--- src/sv/sits_ram.sv ---
// generic single-port-write, single-port-read ram with registered read
`default_nettype none
module sits_ram #(
  parameter int WIDTH = 8,
  parameter int DEPTH = 16
) (
  input  wire logic                     clk_i,
  input  wire logic                     we_i,
  input  wire logic [$clog2(DEPTH)-1:0] waddr_i,
  input  wire logic [WIDTH-1:0]         wdata_i,
  input  wire logic [$clog2(DEPTH)-1:0] raddr_i,
  output logic      [WIDTH-1:0]         rdata_o
);

  logic [WIDTH-1:0] mem_q [DEPTH];
  logic [WIDTH-1:0] rdata_q;

  always_ff @(posedge clk_i) begin
    if (we_i) begin
      mem_q[waddr_i] <= wdata_i;
    end
    rdata_q <= mem_q[raddr_i];
  end

  assign rdata_o = rdata_q;

endmodule
`default_nettype wire

--- config.mk ---
export PLATFORM = sky130hd
export DESIGN_NAME = sits_ram
export DESIGN_NICKNAME = d
export VERILOG_FILES = /design/src/sv/sits_ram.sv
export SDC_FILE = /design/constraint.sdc
export NUM_CORES = 1
export LEC_CHECK = 0
export BUFFER_PORTS_ARGS = -buffer_cell sky130_fd_sc_hd__buf_4
export CORE_UTILIZATION = 50
export CTS_BUF_LIST = sky130_fd_sc_hd__clkbuf_4 sky130_fd_sc_hd__clkbuf_8
export DETAILED_ROUTE_END_ITERATION = 16
export GPL_ROUTABILITY_DRIVEN = 1
export PLACE_DENSITY_LB_ADDON = 0.15
export SYNTH_ARGS = -nofsm -noshare
export SYNTH_HDL_FRONTEND = slang
export SYNTH_SLANG_ARGS = --single-unit
--- constraint.sdc ---
create_clock -name clk_i -period 2.05 [get_ports clk_i]
set_clock_uncertainty 0.05 [all_clocks]
set_input_delay 0.615 -clock clk_i [delete_from_list [all_inputs] [get_ports clk_i]]
set_output_delay 0.615 -clock clk_i [all_outputs]
set_load 0.03 [all_outputs]
==> results.toml <==
[floorplanning]
rows = 36
core_sq_mm = 0.009864
num_io_pins = 26
initial_core_util_pct = 52.18
dieArea_sq_mm = 0.01071
fp.dieH_microns = 103.5
die_x_microns = 103.5

[global_routing]
grt_max_degree = 20
grt_pass1_wl_mm = 14.05
grt_overflow = 0
grt_antenna_before_repair = 0
track_usage_pct = 19.81
first_global_vias = 2520

[logic_synthesis]
synth-compound-area-share_pct = 2.333
synthAdderAreaFrac_pct = 0
synth-seq-area-share_pct = 77.78
synth_seq_cells = 136
synth-xor-area-share_pct = 0
syn_inst = 229
muxShareOfSynthArea_pct = 15.02
synth_top_family_by_area = "multiplexers"
yosysWarnings = 0
synth_area_sq_mm = 0.005147
synthSimpleGateAreaFrac_pct = 3.184
ys_types = 19
syn_avg_cell_area_sq_um = 22.48
syn_nets = 247

[worst_setup_path]
cp.arrival_ns = 0.96
cp-end-kind = "output port"
cp_data_required_time_ns = 1.38
max_stage_delay_ns = 0.36
crit_type = "register to output port"
critPathMaxFanout = 1
crit_slowest_cell = "dfxtp_1"
path_cells = "buf_4"
cp-start-kind = "register"
crit_buf_inv = 1
path_delay_family = "flip-flops"

[timing]
slew_viol_final = 0
fin_crit_ns = 1.629
worstMarginPinSlew_ns = 0.8119
hold_ws_ns = 0.4411
timing.final.crit_share_pct = 79.45
setup_viol = 0
final_hold_viol_count = 0
fmax_mhz = 613.9
rsz0062_at_grt = "false"
setup-tns-final_ns = 0
slew_headroom_pct = 45.76

[cts]
clk_latency_ns = 0.43
post-cts-setup-buffer-count = 0
clockRootBuffer = "clkbuf_8"
h-tree-depth = 4
path_clk_slew_ns = 0.07
clockBufferDepth = 2
postCtsResizedCells = 0
cts_hold_buf = 0
cts_buffers = 17
clock_sinks = 136
tritoncts = "yes"

[power_and_ir_drop]
ir_worst_vdd_uv = 468.4
power_density_mw_per_mm2 = 968.8
p_leak_uw = 0.002080

[drt]
firstDrtPassIters = 5
routed_wl_mm = 9.152
via_per_inst = 5.552
drcViolationCount = 0
dr.first_iter.drc_count = 140
ant_nets = 0
vias = 2404
post_drt_wl_per_cell_microns = 21.14

[layout]
nNetsFinal = 305
final_common_cell = "edfxtp_1"
seq_area_sq_mm = 0.004004
synthToLayoutAreaGrowth_pct = 18.91
final_cell_mix = "128 x edfxtp_1, 44 x buf_4, 18 x mux4_2"
multi_input_area_sq_mm = 0.001062
drive_gt1_share_pct = 33.67
fin_util_pct = 62.05
n_fill_cell = 691
diodes = 0
final_area_sq_mm = 0.006121

[place]
gp_congestion = 0.8058
port_buffers = 25
post_dp_cell_area_sq_mm = 0.005663
dp_hpwl_mm = 6.023

[min_path]
hp-class = "primary input to register"

[run]
maxCapViolCount = 0

[status]
outcome = "completed"
[final timing paths]
| kind | start | end | slack [ns] | cells past startpoint |
|---|---|---|---|---|
| min | wdata_i[0] | mem_q[6][0]$_DFFE_PP_ | 0.44 | 1 |
| max | rdata_o[1]$_DFF_P_ | rdata_o[1] | 0.42 | 1 |
| max reg2reg | mem_q[9][1]$_DFFE_PP_ | rdata_o[1]$_DFF_P_ | 0.60 | 3 |
| min reg2reg | mem_q[11][5]$_DFFE_PP_ | rdata_o[5]$_DFF_P_ | 0.63 | 3 |
[registers in the layout, indices dropped and copies added, names as in the netlist]
register / cells
mem_q: 128
rdata_o: 8
[power by group]
part           switching [uW]  internal [uW]  total (uW)
Sequential               18.2           3100        3120
Combinational             195            157         352
Clock                    1010           1450        2460
Total                    1220           4710        5930
[final cells by class]
class                           count  area share [%]
Sequential cell                   136           65.41
Multi-Input combinational cell     83           17.35
Timing Repair Buffer               49           7.032
Clock buffer                       17           3.823
Clock inverter                     15           3.659
Tap cell                          133           2.719
[stage by stage]
step | power, uW | cells | worst slack [ns]
CTS | 5979 | 433 | 0.3769
global route | 6121 | 433 | 0.3665
detailed placement | 3541 | 401 | 0.02037
finish | 5930 | 433 | 0.4212
floorplan | 3375 | 229 | 0.1189
global placement | 3535 | 401 | 0.01396
[Yosys cell counts, drive strengths merged]
cell / n / area [sq um]
nand2: 9 / 33.78
edfxtp: 128 / 3844
dfxtp: 8 / 160.2
nand2b: 2 / 12.51
mux4: 32 / 773.2
a22oi: 16 / 120.1
nor2b: 1 / 6.260
or3b: 1 / 8.760
clkdlybuf4s25: 3 / 30.03
nor3: 4 / 20.02
nor2: 13 / 48.80
nand3b: 2 / 15.01
buf: 7 / 56.30
and2b: 1 / 7.510
nand3: 1 / 5.000
and2: 1 / 6.260
[metal layers]
layer	wire [microns]	share of wire, %	GRT usage [%]	up-vias
met5	0	0	0	-
met4	117	1.3	9.751	0
met3	384	4.2	4.839	10
met2	4519	49	30.92	66
met1	4130	45	26.39	1240
li1	-	-	-	1088
[logic make-up (layout without fill, tap and decap cells)]
family / Yosys count / in the layout
AO/OA/AOI/OAI: 16 / 16
buffers and inverters: 10 / 81
flip-flops: 136 / 136
multiplexers: 32 / 32
AND/OR/NAND/NOR: 35 / 35
No activity file was read; power rests on OpenSTA's default activity.
