**src/sv/sits_pkg.sv**
```systemverilog
// types, codes and field layout of the sorted interval table search core
`default_nettype none
package sits_pkg;

  localparam int TABLE_DEPTH_DEF = 256;

  localparam int TIME_W   = 64;
  localparam int FUNC_W   = 2;
  localparam int POS_W    = 9;
  localparam int STATUS_W = 2;

  // request codes
  localparam logic [FUNC_W-1:0] FUNC_CLEAR  = 2'd0;
  localparam logic [FUNC_W-1:0] FUNC_APPEND = 2'd1;
  localparam logic [FUNC_W-1:0] FUNC_QUERY  = 2'd2;

  // result status codes
  localparam logic [STATUS_W-1:0] STATUS_OK    = 2'd0;
  localparam logic [STATUS_W-1:0] STATUS_ORDER = 2'd1;
  localparam logic [STATUS_W-1:0] STATUS_FULL  = 2'd2;
  localparam logic [STATUS_W-1:0] STATUS_EMPTY = 2'd3;

  // request tdata layout
  localparam int LOWER_LSB   = 0;
  localparam int UPPER_LSB   = 64;
  localparam int LC_BIT      = 128;
  localparam int UC_BIT      = 129;
  localparam int QUERY_LSB   = 130;
  localparam int IN_DATA_W   = 200;
  localparam int OUT_DATA_W  = 24;

  // one table entry as held in memory, lower bound in the low bits
  typedef struct packed {
    logic              upper_closed;
    logic              lower_closed;
    logic [TIME_W-1:0] upper;
    logic [TIME_W-1:0] lower;
  } entry_t;

  localparam int ENTRY_W = $bits(entry_t);

  // outcome of comparing a timestamp against one entry
  typedef struct packed {
    logic hit;
    logic go_left;
    logic past_upper;
  } probe_t;

  // result item, found in the low bit
  typedef struct packed {
    logic [POS_W-1:0]    entry_count;
    logic [STATUS_W-1:0] status;
    logic [POS_W-1:0]    position;
    logic                found;
  } result_t;

  localparam int RESULT_W = $bits(result_t);

endpackage
`default_nettype wire

```
**src/sv/sits_probe.sv**
```systemverilog
// compares a query timestamp against one table entry
`default_nettype none
module sits_probe (
  input  wire logic [sits_pkg::TIME_W-1:0] time_i,
  input  wire sits_pkg::entry_t            entry_i,
  output sits_pkg::probe_t                 probe_o
);

  logic gt_lower;
  logic eq_lower;
  logic lt_upper;
  logic eq_upper;

  assign gt_lower = $signed(time_i) > $signed(entry_i.lower);
  assign eq_lower = time_i == entry_i.lower;
  assign lt_upper = $signed(time_i) < $signed(entry_i.upper);
  assign eq_upper = time_i == entry_i.upper;

  assign probe_o.hit = (gt_lower || (eq_lower && entry_i.lower_closed)) &&
                       (lt_upper || (eq_upper && entry_i.upper_closed));
  assign probe_o.go_left    = !gt_lower;
  assign probe_o.past_upper = !lt_upper;

endmodule
`default_nettype wire

```
**config.mk**
```make
export PLATFORM = sky130hd
export DESIGN_NAME = sits_probe
export DESIGN_NICKNAME = d
export VERILOG_FILES = /design/src/sv/sits_pkg.sv /design/src/sv/sits_probe.sv
export SDC_FILE = /design/constraint.sdc
export NUM_CORES = 1
export LEC_CHECK = 0
export BUFFER_PORTS_ARGS = -buffer_cell sky130_fd_sc_hd__buf_4
export CAP_MARGIN = 20
export CELL_PAD_IN_SITES_DETAIL_PLACEMENT = 1
export CELL_PAD_IN_SITES_GLOBAL_PLACEMENT = 1
export CORE_ASPECT_RATIO = 0.9
export CORE_MARGIN = 8
export CORE_UTILIZATION = 28
export DETAILED_ROUTE_END_ITERATION = 8
export PLACE_DENSITY_LB_ADDON = 0.2
export SETUP_SLACK_MARGIN = 0.05
export SYNTH_ARGS = -nofsm -noshare
export SYNTH_HDL_FRONTEND = slang
export SYNTH_SLANG_ARGS = --single-unit
```
**constraint.sdc**
```tcl
create_clock -name vclk -period 3.06
set_input_delay 0.459 -clock vclk [all_inputs]
set_output_delay 0.459 -clock vclk [all_outputs]
set_load 0.01 [all_outputs]
```
==> key figures <==
Synth
  – Post-synthesis xor/xnor area fraction: 0%
  – Area share of and/or/nand/nor cells after synthesis: roughly 17%
  – Synthesized-area fraction occupied by adder cells: 48.6%
  – Post-synthesis mux area share: 0.342%
  – Synth warnings: 0
  – Synth Instances: 473
  – Yosys cell types: 34
  – Sequential element share of the synthesized area: 0%
  – Syn avg cell area: 6.96 sq um
  – Top-area cell type share of the netlist area: 48.6%
  – Syn_nets: roughly 800
  – Post-synthesis compound-gate area fraction: 18.7%
  – Combinational family with the most area after synthesis: adder cells
  – Mapped Area: 3290 sq um
  – Top cells by area, synth: ha_1, inv_1, a21oi_1, nand4_1, nand2_1
  – Leading area contributor after synthesis: ha_1

GRT
  – Initial antenna violation count: 1
  – First-pass GRT wire length: 22600 um
  – Vias in the first global route: 4799
  – Largest net degree at the start of global routing: 5
  – GRT overflow: 0
  – Gr usage total: 17.7%

Layout
  – Register area: 0 sq um
  – Layout cells sized above 1: 38.0%
  – Nets@finish: approximately 1000
  – Synth-to-Final Area Change: 66.8%
  – Final cell count without fillers: about 870
  – Commonest non-fill, non-tap cell in the layout: buf_4
  – Seq Cell Count: 0
  – Clkbuf count: 0
  – Most frequent cells in the layout: buf_4, inv_1, ha_1, a21oi_1, nand2_1
  – Layout Utilization: between 40 and 50%

Detailed routing
  – Via/cell ratio: 4.75
  – # DRC: 0
  – Drt pass-1 iters: 4
  – Vias: 4108
  – Drt total wl: 14000 um
  – WL per Instance: roughly 16 um
  – Initial drt markers: 81
  – Antenna viol nets, final: 0

Hold path
  – Worst hold path type: input port to primary output

Critical path
  – Crit-path max cell delay: 0.52 ns
  – Worst Path Arrival: 2.75 ns
  – CP required: 2.60 ns
  – Critical path's most frequent cell: buf_4
  – Crit path cell chain: buf_4 > ha_4 > nand4_1 > or4_4 > nand3b_4 > or3_4 > o21bai_1 > a211o_1 > nor2b_1 > buf_4
  – Max stage delay cell, worst path: or4_4
  – WS Path Type: input port to primary output
  – Worst Path Max Fanout: 2
  – Crit start category: input port
  – CP endpoint kind: primary output

Place
  – Post-placement cell count: 860
  – PortBufs: just under 200
  – Post-DP HPWL: 13100 um
  – Routability cong.: approximately 0.83

Job
  – Max-cap violations: 0

Outcome
  – Failing checks: negative setup slack
  – Status: finished, violations left

Clocking
  – Hold Buf Count CTS: 0

STA
  – # setup viols final: 2
  – Slew at the pin closest to its max-slew limit: 0.489 ns
  – Setup ws final: -0.145 ns
  – Peak Freq: between 300 and 400 MHz
  – Slew HR: 67.4%
  – Unrepaired setup endpoints after global routing: yes
  – Final worst path period share: 105%
  – Final hold viol count: 0
  – Final critical-path required period: around 3.2 ns
  – Slew Viols, Final: 0

Die
  – Die footprint: 15500 sq um
  – Core area: 11400 sq um
  – Site Rows: 37
  – Die Ht: 119 um
  – # IOs: between 150 and 200
  – Starting Density: 28.8%
  – Die width: 130 um

Power
  – Pleak: 3.25 nW
  – Peak VDD IR: 0.0461 mV
  – Power Total: 0.000713 W
  – Power per cell area: about 130 nW/um^2
==> stage by stage <==
step / hold slack, ns / worst slack, ns / area, sq um / setup TNS (ns)
after CTS: 1.32 / -0.131 / 5410 / -0.233
final: 1.30 / -0.145 / 5490 / -0.278
after global placement: 1.31 / -0.258 / 5240 / -0.487
after detailed placement: 1.32 / -0.270 / 5240 / -0.510
after global routing: 1.34 / -0.225 / 5490 / -0.444
after floorplan: 1.14 / 0.0630 / 3310 / 0
==> synthesized netlist by cell type, types with 3 or more instances <==
library cell	n
o21ai_0	15
inv_1	135
a21o_1	7
nand2_1	31
nor2_1	9
o211ai_1	4
nand3_1	14
o22ai_1	3
a221oi_1	4
nand4_1	28
nor3_1	8
nor4_1	4
ha_1	128
a21oi_1	55
==> repair_timing <==
item,CTS,global route
setup endpoints to repair,2,3
buffers inserted,3,1
resized for setup,24,21
pin swaps,10,3
==> worst paths after layout <==
path / slack (ns) / to / start / depth (start not counted)
max: -0.15 / probe_o[1] / time_i[55] / 10
min: 1.30 / probe_o[2] / entry_i[128] / 4
==> worst max-delay path: cells and delay by family <==
family                     cells  cell delay (ns)
buffers and inverters          2             0.28
and+or+nand+nor                5             1.32
adders and majority gates      1             0.25
AOI/OAI and AO/OA              2             0.45
==> cell type report <==
cell class         instances  area (sq um)
diodes                     1          2.50
repair buffers           235          1810
well taps                156           195
inverters                135           517
multi-input cells        338          2970
fillers                 1482          5940
==> power by group <==
| part | leakage, nW | switching [W] | internal, W |
|---|---|---|---|
| registers | 0 | 0 | 0 |
| clock network | 0.00000634 | 0 | 0.0000000000437 |
| logic | 3.25 | 0.000316 | 0.000397 |
| total | 3.25 | 0.000316 | 0.000397 |
==> per-layer routing <==
metal | up-vias | share of wire (%) | global-route usage [%]
met3 | 20 | 7.5 | 3.57
met4 | 0 | 2.5 | 3.55
met2 | 124 | 49 | 32.9
met1 | 1844 | 41 | 20.1
met5 | - | 0 | 0
li1 | 2120 | - | -
==> kinds of logic (layout without fill, tap and decap cells) <==
group	count (synthesis)	in the layout
compound gates	103	103
simple gates	106	106
other cells	0	1
mux	1	1
fa+ha+maj	128	128
buf+inv	135	370
Note: power is estimated with default switching activity, not from simulation.
